[config.mk]
export PLATFORM = sky130hd
export DESIGN_NAME = pit_rate_generator_channel_top
export DESIGN_NICKNAME = d
export VERILOG_FILES = /design/src/design/pit_ch_pkg.sv /design/src/design/pit_ch_core.sv /design/src/design/pit_rate_generator_channel_top.sv
export SDC_FILE = /design/constraint.sdc
export NUM_CORES = 1
export LEC_CHECK = 0
export BUFFER_PORTS_ARGS = -buffer_cell sky130_fd_sc_hd__buf_2
export CORE_MARGIN = 2
export CORE_UTILIZATION = 35
export DETAILED_ROUTE_END_ITERATION = 6
export PLACE_DENSITY = 0.63
export SETUP_SLACK_MARGIN = 0.15
export SYNTH_ARGS = -nofsm -noshare
export SYNTH_HDL_FRONTEND = slang
export SYNTH_SLANG_ARGS = --single-unit
export TNS_END_PERCENT = 50
[constraint.sdc]
create_clock -name clk -period 2.6 [get_ports clk]
set_input_delay 0.39 -clock clk [delete_from_list [all_inputs] [get_ports clk]]
set_output_delay 0.39 -clock clk [all_outputs]
set_load 0.005 [all_outputs]
[src/design/pit_ch_pkg.sv]
// Package for the interval timer channel 0 rate generator.
// Holds the bus cycle codes, access modes and the item and result types.
// No dependencies.
package pit_ch_pkg;

	typedef enum logic [1:0] {
		OP_TICK  = 2'd0,
		OP_WRITE = 2'd1,
		OP_READ  = 2'd2,
		OP_NONE  = 2'd3
	} opcode_t;

	typedef enum logic [1:0] {
		ACC_LATCH = 2'd0,
		ACC_LOW   = 2'd1,
		ACC_HIGH  = 2'd2,
		ACC_BOTH  = 2'd3
	} access_t;

	localparam logic [1:0] PORT_CH0  = 2'd0;
	localparam logic [1:0] PORT_CTRL = 2'd3;
	localparam logic [1:0] SEL_CH0   = 2'd0;

	typedef struct packed {
		logic [7:0] write_byte;
		logic [1:0] port;
		opcode_t    opcode;
	} item_t;

	typedef struct packed {
		logic       out_level;
		logic [7:0] read_data;
	} result_t;

endpackage

[src/design/pit_ch_core.sv]
// Counter, reload and latch state of the timer channel with its update logic.
// Computes the result of one bus cycle and commits the new state when fired.
// Depends on pit_ch_pkg.
module pit_ch_core
	import pit_ch_pkg::*;
(
	input  logic    clk,
	input  logic    arst_n,
	input  logic    fire,
	input  item_t   item,
	output result_t result
);

	logic [15:0] reload_q, count_q, latched_q;
	logic        latch_held_q, write_high_q, read_high_q, counting_q, load_pending_q, out_q;
	access_t     mode_q;

	logic [15:0] reload_d, count_d, latched_d;
	logic        latch_held_d, write_high_d, read_high_d, counting_d, load_pending_d, out_d;
	access_t     mode_d;
	logic [7:0]  rdata;
	logic [15:0] view;
	logic        load_done;

	always_comb begin
		reload_d       = reload_q;
		count_d        = count_q;
		latched_d      = latched_q;
		latch_held_d   = latch_held_q;
		write_high_d   = write_high_q;
		read_high_d    = read_high_q;
		counting_d     = counting_q;
		load_pending_d = load_pending_q;
		out_d          = out_q;
		mode_d         = mode_q;
		rdata          = 8'd0;
		load_done      = 1'b0;
		view           = latch_held_q ? latched_q : count_q;

		case (item.opcode)
			OP_TICK: begin
				if (load_pending_q) begin
					count_d        = reload_q;
					load_pending_d = 1'b0;
					counting_d     = 1'b1;
				end else if (counting_q) begin
					if (count_q == 16'd1) begin
						count_d = reload_q;
						out_d   = 1'b1;
					end else begin
						count_d = count_q - 16'd1;
						if (count_q == 16'd2) begin
							out_d = 1'b0;
						end
					end
				end
			end
			OP_WRITE: begin
				if (item.port == PORT_CTRL) begin
					if (item.write_byte[7:6] == SEL_CH0) begin
						if (access_t'(item.write_byte[5:4]) == ACC_LATCH) begin
							if (!latch_held_q) begin
								latched_d    = count_q;
								latch_held_d = 1'b1;
							end
						end else begin
							mode_d         = access_t'(item.write_byte[5:4]);
							write_high_d   = 1'b0;
							read_high_d    = 1'b0;
							latch_held_d   = 1'b0;
							counting_d     = 1'b0;
							load_pending_d = 1'b0;
							out_d          = 1'b1;
						end
					end
				end else if (item.port == PORT_CH0) begin
					case (mode_q)
						ACC_LOW: begin
							reload_d  = {8'd0, item.write_byte};
							load_done = 1'b1;
						end
						ACC_HIGH: begin
							reload_d  = {item.write_byte, 8'd0};
							load_done = 1'b1;
						end
						ACC_BOTH: begin
							if (!write_high_q) begin
								reload_d     = {reload_q[15:8], item.write_byte};
								write_high_d = 1'b1;
							end else begin
								reload_d     = {item.write_byte, reload_q[7:0]};
								write_high_d = 1'b0;
								load_done    = 1'b1;
							end
						end
						default: begin
						end
					endcase
					if (load_done && !counting_q) begin
						load_pending_d = 1'b1;
					end
				end
			end
			OP_READ: begin
				if (item.port == PORT_CH0) begin
					case (mode_q)
						ACC_LOW: begin
							latch_held_d = 1'b0;
							rdata        = view[7:0];
						end
						ACC_HIGH: begin
							latch_held_d = 1'b0;
							rdata        = view[15:8];
						end
						ACC_BOTH: begin
							if (!read_high_q) begin
								read_high_d = 1'b1;
								rdata       = view[7:0];
							end else begin
								read_high_d  = 1'b0;
								latch_held_d = 1'b0;
								rdata        = view[15:8];
							end
						end
						default: begin
						end
					endcase
				end
			end
			default: begin
			end
		endcase

		result.read_data = rdata;
		result.out_level = out_d;
	end

	always_ff @(posedge clk or negedge arst_n) begin
		if (!arst_n) begin
			reload_q       <= 16'd0;
			count_q        <= 16'd0;
			latched_q      <= 16'd0;
			latch_held_q   <= 1'b0;
			write_high_q   <= 1'b0;
			read_high_q    <= 1'b0;
			counting_q     <= 1'b0;
			load_pending_q <= 1'b0;
			out_q          <= 1'b1;
			mode_q         <= ACC_BOTH;
		end else if (fire) begin
			reload_q       <= reload_d;
			count_q        <= count_d;
			latched_q      <= latched_d;
			latch_held_q   <= latch_held_d;
			write_high_q   <= write_high_d;
			read_high_q    <= read_high_d;
			counting_q     <= counting_d;
			load_pending_q <= load_pending_d;
			out_q          <= out_d;
			mode_q         <= mode_d;
		end
	end

endmodule

[src/design/pit_rate_generator_channel_top.sv]
// Top level of the interval timer channel 0 in rate generator mode.
// Holds the input and result registers and the stream handshakes.
// Depends on pit_ch_pkg and pit_ch_core.

// Each transaction on the slave side is one bus cycle (clock tick, port write or port read) and
// yields exactly one transaction on the master side carrying the read byte and the OUT level.
// A transaction is held in the input register, evaluated against the channel state and written
// to the result register, and one transaction is taken in every cycle while the master side
// keeps tready high; the counter state is committed in the same cycle as the result is
// registered, which sets that rate.
module pit_rate_generator_channel_top
	import pit_ch_pkg::*;
(
	input  logic        clk,
	input  logic        arst_n,
	input  logic        s_tvalid,
	output logic        s_tready,
	input  logic [15:0] s_tdata,  // opcode[1:0], port[3:2], write_byte[11:4], zero[15:12]
	output logic        m_tvalid,
	input  logic        m_tready,
	output logic [15:0] m_tdata   // read_data[7:0], out_level[8], zero[15:9]
);

	logic    valid_s1, valid_s2;
	item_t   item_s1;
	result_t result_s2;
	result_t result;
	logic    adv;

	assign adv      = valid_s1 && (!valid_s2 || m_tready);
	assign s_tready = !valid_s1 || adv;

	always_ff @(posedge clk or negedge arst_n) begin
		if (!arst_n) begin
			valid_s1 <= 1'b0;
			valid_s2 <= 1'b0;
		end else begin
			if (s_tready) begin
				valid_s1 <= s_tvalid;
			end
			if (adv) begin
				valid_s2 <= 1'b1;
			end else if (m_tready) begin
				valid_s2 <= 1'b0;
			end
		end
	end

	always_ff @(posedge clk) begin
		if (s_tvalid && s_tready) begin
			item_s1 <= item_t'({s_tdata[11:4], s_tdata[3:2], s_tdata[1:0]});
		end
		if (adv) begin
			result_s2 <= result;
		end
	end

	pit_ch_core u_core (
		.clk    (clk),
		.arst_n (arst_n),
		.fire   (adv),
		.item   (item_s1),
		.result (result)
	);

	assign m_tvalid = valid_s2;
	assign m_tdata  = {7'd0, result_s2.out_level, result_s2.read_data};

	a_hold_s1: assert property (@(posedge clk) disable iff (!arst_n)
		valid_s1 && !adv |=> valid_s1)
		else $error("input register dropped a transaction");

	a_ready_empty: assert property (@(posedge clk) disable iff (!arst_n)
		!valid_s1 |-> s_tready)
		else $error("input register empty but not ready");

	a_no_read_zero: assert property (@(posedge clk) disable iff (!arst_n)
		adv && !(item_s1.opcode == OP_READ && item_s1.port == PORT_CH0) |=> m_tdata[7:0] == 8'd0)
		else $error("read data returned for a transaction that is not a channel 0 read");

endmodule
# Word-level counts from Yosys, hierarchy flattened
# Index checks and enable logic that the tools add are counted.
dict set report totals {
  register_bits 79
  inputBits 20
  out_inout_bits 18
  wordCells 123
}
dict set report classes {
  addsub 1
  eq_ne 24
  n_mux 47
  n_bitwise 2
  n_reduce_logical 31
}
# operator n
set ops {}
lappend ops {{$mux 16} 5}
lappend ops {{$pmux 16 s3} 1}
lappend ops {{$mux 1} 32}
lappend ops {{$reduce_and 6->1} 5}
lappend ops {{$pmux 8 s3} 1}
lappend ops {{$eq 16x1->1 const B} 1}
lappend ops {{$eq 16x2->1 const B} 1}
lappend ops {{$sub 16x1->16 const B} 1}
lappend ops {{$pmux 1 s2} 7}
lappend ops {{$reduce_and 7->1} 2}
lappend ops {{$ne 2x1->1 const B} 6}
lappend ops {{$reduce_bool 2->1} 6}
lappend ops {{$reduce_and 5->1} 2}
lappend ops {{$eq 2x2->1 const B} 4}
lappend ops {{$logic_not 2->1} 4}
lappend ops {{$mux 8} 1}
lappend ops {{$ne 2x2->1 const B} 4}
lappend ops {{$ne 3x1->1 const B} 2}
lappend ops {{$ne 3x2->1 const B} 2}
lappend ops {{$ne 3x3->1 const B} 2}
lappend ops {{$eq 2x1->1 const B} 2}
lappend ops {{$logic_and 1x1->1} 3}
lappend ops {{$logic_not 1->1} 3}
lappend ops {{$reduce_and 3->1} 1}
lappend ops {{other kinds (5)} 7}

# Depth between registers and ports, before layout
# Gate-level depths: netlist of run 1.
dict set report depth {
  depth_word 11
  ltp_mapped 8
  mapped_depth_nobuf 6
}

# Hierarchy
# From an unflattened synthesis of run 1, not the netlist that was laid out.
dict set report unflattened {
  hier_cells 382
  hier_area_um2 4107.7
}
# module n_inst cells_per_inst area_per_inst_um2 seq_area_each_um2
set by_module_without_submodules {}
lappend by_module_without_submodules {pit_ch_core 1 345 3316.9 1405.1}
lappend by_module_without_submodules {pit_rate_generator_channel_top 1 37 790.8 680.7}

# Least setup slack after synthesis of run 1
# OpenSTA, ideal clock, no wires.
dict set report synth_timing {
  path_type {reg2reg}
  startpoint {register u_core.count_q[1]}
  endpoint {register u_core.count_q[13]}
  setup_ns 0.120
  t_arrival_ns 1.829
  required_ns 2.480
  setup_slack_ns 0.650
  path_stages_with_launch 7
  path_buffers 0
  synth_period_minus_slack_ns 1.950
  path_cell_list {dfrtp_1 > inv_1 > ha_1 > nor4b_1 > a41oi_2 > or3_1 > o211a_1}
}
dict set report synth_between {
  elab_chain_len 4
  word_cells_on_any_way 5
  cone_classes {add/sub (1); eq/ne (1); mux (3)}
}
# item line
set synth_lines {}
lappend synth_lines {{from (decl)} pit_ch_core.sv:14} ;# logic [15:0] reload_q, count_q, latched_q;
lappend synth_lines {{from (signal assigned)} pit_ch_core.sv:152} ;# count_q <= count_d;
lappend synth_lines {{$sub 16x1->16 or $eq 16x1->1 (tied branches)} {pit_ch_core.sv:51, pit_ch_core.sv:47}}
lappend synth_lines {{$mux 16 *} pit_ch_core.sv:47} ;# if (count_q == 16'd1) begin
lappend synth_lines {{$mux 16 *} pit_ch_core.sv:46} ;# end else if (counting_q) begin
lappend synth_lines {{$mux 16 *} pit_ch_core.sv:42} ;# if (load_pending_q) begin
# Mark *: on every way between the ends. The rest lies on a longest branch, timed or not. The select of a mux whose other input is x is not followed.
# A chain may end at the register's enable or synchronous reset.

# Worst setup path after layout of run 1
dict set report layout_timing {
  startpoint {register u_core.count_q[1]}
  endpoint {register u_core.count_q[6]}
}
# The elaborated chain is that of the path after synthesis.

==> reports/results.ini, run 1 <==
[status]
outcome=finished clean

[sta]
rsz0062_at_grt=no
worst_pin_slew_ps=655.0
setup_viol=0
hold_viol=0
fin_crit_ps=2223
tns_ps=0
finClkSkew_ps=5.599
fin_crit_sh=0.8550
slew_headroom=0.5617
fmax_mhz=449.8
whs_ps=38.53
slew_viol_final=0

[yosys]
synthXorXnorAreaFrac=0
synthTopCellsByArea=dfrtp_1 32%, edfxtp_1 15%, mux2i_1 5.2%
synthCells=401
syn_area_sq_um=4243
synthAdderAreaFrac=0.03834
synthFlopType=dfrtp_1
synth_edf_count=21
synth_compound_area_frac=0.1321
seq_area_frac_synth=0.4916
synth_top_family_by_area=simple AND/OR/NAND/NOR gates
synth_mux_area_frac=0.1023
syn_avg_cell_area_sq_um=10.58
synth-simple-area-share=0.1799
yosysTopAreaCell=dfrtp_1
synthArstFlopShare=0.7342
synth_top_area_frac=0.3244
synth.distinct_cells=64
yosysWarnings=0
synthMostInstantiatedCell=dfrtp_1
yosys-top-cells-count=55 x dfrtp_1, 49 x nand2_1, 22 x mux2i_1
ys_ff_latch=79

[clock_network]
cts_setup_buffers=0
path_clk_slew_ps=60
h-tree-depth=3
ctsRootBufferMaster=clkbuf_16
clk_latency_ps=330
clock_tree.buffer_depth=2
clock-sinks=79
hold_buffers=0
cts-buffers-inserted=9
cts_resized=0
cts_tree=done

[place]
hpwlAfterDp_mm=6.690
gp_congestion=0.8749
port_buffers=26

[floorplanning]
fp-row-count=40
ioPinCount=38
die_y_um=114.1
start_util=0.3562
die_area_sq_um=13020
die_w_um=114.1
core-area_sq_um=11910

[global_routing]
grt_first_pass_wirelength_mm=15.75
grt_max_degree=59
gr-total-overflow=0
antenna_found_initial=0
grt_pass1_vias=3135
grt_use_total=0.1532

[layout]
fill_cells=1153
num_antenna_cells=0
utilization=0.4038
drive_gt1_frac=0.1982
syn_to_final_growth_pct=13.36
multi_input_area_sq_um=1947
nets=462
seqCellArea_sq_um=2086

[critical_path]
worstPathRequired_ps=2780
startpoint_type=register
crit_path_end_kind=register
arrival_ps=2400
cp_max_fo=18
criticalPathCategory=register to register

[drt]
first_pass_iters=4
via_per_inst=5.336
drc=0
wl_per_cell_um=15.82
routed_wl_mm=9.194
drtIter0Drc=180
dr_total_vias=3100
postRouteAntennaNets=0

[pwr]
power_uw=3211
leakage_uw=0.002008
p_per_area_nw_per_um2=667.6
ir_drop_mv=0.3281

[flow_run]
maxCapViolCount=0

[min_path]
hold_path.class=input pin to asynchronous set/reset pin

## registers in the layout (all words and copies together) (netlist names)
signal and count:
u_core.counting_q 1, u_core.latch_held_q 1, u_core.write_high_q 1, u_core.read_high_q 1, u_core.out_q 1, u_core.latched_q 16
valid_s1 1, u_core.reload_q 16, u_core.count_q 16, m_tdata 9, u_core.load_pending_q 1, m_tvalid 1
u_core.mode_q 2, item_s1 12
## power breakdown
group	internal [uW]	total, uW	switching [uW]
combinational	232	557	324
clock	656	1180	525
sequential	1360	1470	111
## layout make-up
class | instances | area share
Tap cell | 147 | 0.03824
Sequential cell | 79 | 0.4337
Clock inverter | 7 | 0.01171
Multi-Input combinational cell | 282 | 0.4048
Timing Repair Buffer | 40 | 0.05151
Clock buffer | 9 | 0.04683
Inverter | 17 | 0.01327
## worst paths after layout
path | end | from | slack (ps) | depth (start not counted)
worst max-delay path | u_core.count_q[6]$_DFFE_PN0P_ | u_core.count_q[1]$_DFFE_PN0P_ | 380 | 7
worst min-delay path | valid_s1$_DFFE_PN0N_ | arst_n | 40 | 2
worst min register to register | u_core.reload_q[13]$_DFFE_PN0P_ | u_core.reload_q[13]$_DFFE_PN0P_ | 480 | 2
worst max register to register | u_core.count_q[6]$_DFFE_PN0P_ | u_core.count_q[1]$_DFFE_PN0P_ | 380 | 7
min in group clk | item_s1[9]$_DFFE_PP_ | s_tdata[9] | 230 | 1
max in group asynchronous | u_core.out_q$_DFFE_PN1P_ | arst_n | 2220 | 2
## routing by layer
| layer | GRT usage | vias up | share of wire |
|---|---|---|---|
| li1 | - | 1525 | - |
| met1 | 0.2089 | 1488 | 0.46 |
| met2 | 0.2452 | 72 | 0.48 |
| met3 | 0.02912 | 15 | 0.044 |
| met4 | 0.05366 | 0 | 0.016 |
| met5 | 0 | - | 0 |
## critical path, stage by stage, from the launching register on
cell       delay [ps]
dfrtp_1           460
inv_1             110
ha_1              200
nor4b_1           410
a41oi_2           300
buf_4             300
mux2i_1           200
a2bb2oi_1          90
## cells by family after synthesis
group,count (synthesis)
adders and majority gates,13
and+or+nand+nor,142
buffers and inverters,46
AOI/OAI and AO/OA,79
DFF,79
other,1
muxes,41
## per-stage QoR
stage | setup slack, ps | instances | instance area [sq um]
2_1_floorplan | 650.2 | 407 | 4265
3_3_place_gp | 487.2 | 565 | 4528
3_5_place_dp | 382.6 | 565 | 4528
4_1_cts | 368.2 | 581 | 4810
5_1_grt | 180.7 | 581 | 4810
6_report | 377.0 | 581 | 4810
## layout by cell type (no fill, tap or decap), types with 3 or more instances in the layout
master and count:
conb_1 7, a2bb2oi_1 6, nand2_1 49, nor2_1 19, or3_1 3, o41ai_1 4
dfstp_2 3, o21ai_0 20, nor3_1 12, nand4_1 10, buf_2 26, mux2i_1 22
mux2_2 19, nor4_1 4, and3_1 4, edfxtp_1 21, inv_1 17, a21oi_1 12
nor4b_1 3, nand2b_1 4, nor2b_1 5, dfrtp_1 55, buf_4 13, inv_6 3
o31ai_1 3, nand3_1 12, o22a_1 8, clkbuf_16 9, clkinvlp_4 4, ha_1 13
Power figures use the tool's default switching activity.
==> inputs of run 2 (changes only) <==
--- a/config.mk
+++ b/config.mk
@@ -6,7 +6,7 @@
 export NUM_CORES = 1
 export LEC_CHECK = 0
 export BUFFER_PORTS_ARGS = -buffer_cell sky130_fd_sc_hd__buf_2
-export CORE_MARGIN = 2
+export CORE_MARGIN = 4
 export CORE_UTILIZATION = 35
 export DETAILED_ROUTE_END_ITERATION = 6
 export PLACE_DENSITY = 0.63
==> reports/results.ini, run 2 (synthesis gave the netlist of run 1 again) <==
[status]
outcome=finished clean

[floorplanning]
start_util=0.3638  ; +0.007605
ioPinCount=38  ; unchanged
die_w_um=118.1  ; +3.5%
core-area_sq_um=11660  ; -2.1%
die_y_um=118.1  ; +3.5%
die_area_sq_um=13950  ; +7.1%
fp-row-count=39  ; -2.5%

[critical_path]
r2r_setup_slack_ps=510  ; +130 ps
cp_max_fo=17  ; -1
reg2reg_from=u_core.count_q[1]$_DFFE_PN0P_
arrival_ps=2360  ; -40 ps
r2r-end=u_core.count_q[6]$_DFFE_PN0P_
max_stage_delay_ps=380  ; -80 ps
slowest_stage=dfrtp_1
crit_path_cell_trace=inv_1 > ha_1 > nor4b_1 > a41oi_2 > buf_4 > a21oi_1 > a2bb2oi_1
criticalPathCategory=register to register
ff2ff_path_depth=7  ; unchanged
crit_start=u_core.count_q[1]$_DFFE_PN0P_
endpoint=u_core.count_q[6]$_DFFE_PN0P_
startpoint_type=register
crit_path_end_kind=register
worstPathRequired_ps=2870  ; +90 ps

[pwr]
ir_drop_mv=0.3679  ; +12%
p_per_area_nw_per_um2=719.8  ; +7.8%
leakage_uw=0.002059  ; +2.5%

[layout]
drive_gt1_frac=0.2018  ; +0.003678
layout_common_cells=55 x dfrtp_1, 49 x nand2_1, 26 x buf_2, 22 x mux2i_1, 21 x edfxtp_1
utilization=0.4178  ; +0.01398
top_regs=u_core.count_q x16, u_core.latched_q x16, u_core.reload_q x16
layout.cells.non_filler=579  ; -0.34%
final_common_cell=dfrtp_1
nets=464  ; +0.43%
num_antenna_cells=0  ; unchanged
syn_to_final_growth_pct=14.83

[clock_network]
clock-sinks=79  ; unchanged
hold_buffers=0  ; unchanged
path_clk_slew_ps=60  ; about the same
clock_tree.buffer_depth=2  ; unchanged
cts_setup_buffers=0  ; unchanged
clk_latency_ps=350  ; +20 ps
h-tree-depth=3  ; unchanged
cts-buffers-inserted=9  ; unchanged
cts_resized=0  ; unchanged
cts_tree=done
ctsRootBufferMaster=clkbuf_16

[place]
port_buffers=26  ; unchanged
gp_congestion=0.8543  ; -2.4%
hpwlAfterDp_mm=6.710  ; +0.30%
dp_cells=563  ; -0.35%

[sta]
setup_viol=0  ; unchanged
fmax_mhz=478.0  ; +6.3%
fin_crit_sh=0.8047  ; -0.05035
finClkSkew_ps=9.161  ; +3.562 ps
worst_pin_slew_ps=752.9  ; +97.91 ps
hold_viol=0  ; unchanged
rsz0062_at_grt=no
tns_ps=0  ; unchanged
slew_viol_final=0  ; unchanged
slew_headroom=0.4980  ; -0.06366
fin_crit_ps=2092  ; -130.9 ps
whs_ps=195.6  ; +157.1 ps

[global_routing]
gr-total-overflow=0  ; unchanged
grt_max_degree=59  ; unchanged
grt_pass1_vias=3047  ; -2.8%
grt_use_total=0.1398  ; -0.01333
grt_first_pass_wirelength_mm=15.70  ; -0.30%
antenna_found_initial=0  ; unchanged

[drt]
top_layer=met4
route.met2.wl_mm=4.448  ; +0.93%
via_per_inst=5.420  ; +1.6%
routed_wl_mm=9.411  ; +2.4%
drc=0  ; unchanged
postRouteAntennaNets=0  ; unchanged
wl_per_cell_um=16.25  ; +2.7%
drtIter0Drc=173  ; -3.9%
first_pass_iters=7  ; +3
dr_total_vias=3138  ; +1.2%
met1_length_mm=4.325  ; +2.1%
wl_met3_um=538  ; +33%

[flow_run]
maxCapViolCount=0  ; unchanged

[min_path]
hold_path.class=input pin to asynchronous set/reset pin

==> run 2: changes by cell type in the layout (fill, tap and decap cells not counted) <==
cell        change
buf_12          -1
bufinv_16       +3
clkinv_2        +1
buf_4           +3
inv_6           -3
clkinvlp_4      -4
clkinv_4        +3
==> run 2: worst min-delay path by stage <==
| stage | end | cells past startpoint |
|---|---|---|
| 5_1_grt | item_s1[9]$_DFFE_PP_ | 1 |
| 6_report | u_core.latched_q[1]$_DFFE_PN0P_ | 2 |
| 3_5_place_dp | u_core.reload_q[15]$_DFFE_PN0P_ | 2 |
| 2_1_floorplan | m_tvalid$_DFFE_PN0P_ | 0 |
| 3_3_place_gp | u_core.reload_q[13]$_DFFE_PN0P_ | 2 |
| 4_1_cts | item_s1[1]$_DFFE_PP_ | 1 |
==> run 2: report_power, final <==
part	internal [uW]	total, uW	switching, uW
Clock	941	1480	535
Combinational	238	570	332
Sequential	1360	1460	98.6
==> run 2: area by class of cell <==
cell class	count	area, sq um
clock buffer	9	225.2
timing repair buffer	42	250.2
fill	1108	6790
clock inverter	7	121.4
inverter	17	63.81
multi-input combinational	282	1947
sequential	79	2086
tap	143	178.9
==> run 2: critical path: cells and delay by family (launching register included) <==
family                   cells  cell delay (ps)
flip-flops                   1              380
AO/OA/AOI/OAI                3              650
buffers and inverters        2              400
adder cells (fa/ha/maj)      1              200
AND/OR/NAND/NOR              1              380
==> run 2: per-layer routing <==
layer,up-vias,global-route usage
met2,91,0.2212
met1,1511,0.1906
li1,1526,-
met5,-,0
met3,10,0.03220
met4,0,0.04469
==> run 2: per-stage QoR <==
step	area, sq um	setup WS [ps]	total power (uW)
after floorplan	4265	650.2	1872
after global placement	4526	529.4	2041
after detailed placement	4526	496.6	2052
after CTS	4872	498.0	3517
after global routing	4872	234.8	3657
final	4872	507.9	3507
==> inputs of run 3 (changes only) <==
==> constraint.sdc (replaced) <==
create_clock -name clk -period 2.2 [get_ports clk]
set_input_delay 0.33 -clock clk [delete_from_list [all_inputs] [get_ports clk]]
set_output_delay 0.33 -clock clk [all_outputs]
set_load 0.005 [all_outputs]
==> reports/results.ini, run 3 (synthesis gave the netlist of run 1 again) <==
[status]
outcome=finished clean

[drt]
routed_wl_mm=9.462  ; +0.54%
postRouteAntennaNets=0  ; unchanged
via_per_inst=5.296  ; -2.3%
drtIter0Drc=187  ; +8.1%
dr_total_vias=3146  ; +0.25%
drc=0  ; unchanged
first_pass_iters=4  ; -3
wl_per_cell_um=15.93  ; -2.0%

[min_path]
min_from=s_tdata[2]
min_to=item_s1[2]$_DFFE_PP_
hold_path.class=input pin to register
hold-path-cell-count=1

[critical_path]
startpoint_type=register
cp_max_fo=6  ; -11
path_delay_family=simple AND/OR/NAND/NOR gates
crit_path_end_kind=register
worstPathRequired_ps=2420  ; -450 ps
crit_path_cell_trace=nor4_4 > nand3_1 > or4_1 > o211a_1
max_stage_delay_ps=580  ; +200 ps
crit_buf_inv=0  ; -2
reg2reg_from=u_core.count_q[6]$_DFFE_PN0P_
ff2ff_path_depth=4  ; -3
criticalPathCategory=register to register
r2r_setup_slack_ps=220  ; -290 ps
slowest_stage=or4_1
r2r-end=u_core.count_q[13]$_DFFE_PN0P_
arrival_ps=2200  ; -160 ps

[place]
port_buffers=26  ; unchanged
hpwlAfterDp_mm=7.009  ; +4.5%
gp_congestion=0.8549  ; about the same

[layout]
multi_input_area_sq_um=1962  ; +0.77%
num_antenna_cells=0  ; unchanged
drive_gt1_frac=0.2328  ; +0.03098
layout_common_cells=55 x dfrtp_1, 49 x nand2_1, 28 x buf_4, 26 x buf_2, 22 x mux2i_1
nets=479  ; +3.2%
syn_to_final_growth_pct=17.72
seqCellArea_sq_um=2086  ; unchanged
final_common_cell=dfrtp_1
top_regs=u_core.count_q x16, u_core.latched_q x16, u_core.reload_q x16
fill_cells=1091  ; -1.5%
utilization=0.4283  ; +0.01051

[sta]
slew_headroom=0.6361  ; +0.1380
rsz0062_at_grt=yes
fin_crit_ps=1978  ; -113.7 ps
finClkSkew_ps=3.780  ; -5.381 ps
fmax_mhz=505.5  ; +5.7%
slew_viol_final=0  ; unchanged
whs_ps=169.5  ; -26.11 ps
hold_viol=0  ; unchanged
fin_crit_sh=0.8993  ; +0.09460
setup_viol=0  ; unchanged
worst_pin_slew_ps=545.9  ; -207.0 ps
tns_ps=0  ; unchanged

[floorplanning]
die_y_um=118.1  ; unchanged
die_w_um=118.1  ; unchanged
core-area_sq_um=11660  ; unchanged
ioPinCount=38  ; unchanged
fp-row-count=39  ; unchanged
start_util=0.3638  ; unchanged
die_area_sq_um=13950  ; unchanged

[clock_network]
path_clk_slew_ps=60  ; about the same
ctsRootBufferMaster=clkbuf_16
clock-sinks=79  ; unchanged
clk_latency_ps=330  ; -20 ps
h-tree-depth=3  ; unchanged
clock_tree.buffer_depth=2  ; unchanged
cts-buffers-inserted=9  ; unchanged
cts_tree=done

[global_routing]
grt_pass1_vias=3134  ; +2.9%
gr-total-overflow=0  ; unchanged
grt_first_pass_wirelength_mm=15.99  ; +1.8%
grt_use_total=0.1420  ; +0.002124
antenna_found_initial=0  ; unchanged
grt_max_degree=39  ; -34%

[pwr]
leakage_uw=0.002114  ; +2.7%
ir_drop_mv=0.3553  ; -3.4%
p_per_area_nw_per_um2=804.5  ; +12%

[flow_run]
maxCapViolCount=0  ; unchanged

==> run 3: changes by cell type in the layout (fill, tap and decap cells not counted), moves of 2 or more <==
| cell | before | now |
|---|---|---|
| clkinv_4 | 3 | 0 |
| buf_4 | 16 | 28 |
| buf_12 | 0 | 2 |
| clkinvlp_4 | 0 | 2 |
==> run 3: routing by layer <==
metal,track usage,wire (um),share of wire,vias to the layer above
met1,0.1932,4551,0.48,1531
met3,0.03268,341,0.036,7
met2,0.2244,4477,0.47,63
met5,0,0,0,-
met4,0.04615,92,0.0097,0
li1,-,-,-,1545
==> run 3: what timing repair did <==
action,4_1_cts,5_1_grt
buffers inserted,0,2
gates cloned,0,0
hold buffers,1,0
hold endpoints to repair,17,0
resized for setup,1,3
endpoints found under the setup margin,3,32
pin swaps,0,0
==> run 3: area by class of cell <==
type                    count  area share
clock inverters             6     0.01703
clock buffers              10     0.04584
well taps                 143     0.03582
multi-input cells         282      0.3928
repair buffers             57     0.07816
flip-flops and latches     79      0.4176
inverters                  17     0.01278
==> run 3: worst max path at each step <==
stage	to	slack [ps]	start	cells past startpoint
floorplan	u_core.count_q[13]$_DFFE_PN0P_	250	u_core.count_q[1]$_DFFE_PN0P_	6
global placement	u_core.count_q[4]$_DFFE_PN0P_	190	u_core.count_q[0]$_DFFE_PN0P_	5
detailed placement	u_core.count_q[4]$_DFFE_PN0P_	100	u_core.count_q[0]$_DFFE_PN0P_	5
CTS	u_core.count_q[13]$_DFFE_PN0P_	180	u_core.count_q[0]$_DFFE_PN0P_	5
global route	u_core.count_q[14]$_DFFE_PN0P_	130	u_core.count_q[0]$_DFFE_PN0P_	6
finish	u_core.count_q[13]$_DFFE_PN0P_	220	u_core.count_q[6]$_DFFE_PN0P_	4
==> run 3: per-stage QoR <==
step                cells  setup WS (ps)  total power (uW)  area, sq um
finish                594          221.6              4018         4995
global route          594          125.3              4229         4995
CTS                   592          181.5              4058         4966
detailed placement    575          104.8              2471         4641
global placement      575          190.0              2455         4641
floorplan             407          250.2              2212         4265
==> run 3: where the power goes <==
group	internal, uW	switching [uW]	leakage, uW
registers	1610	91.9	0.000965
clock network	989	575	0.000148
logic	316	434	0.00100
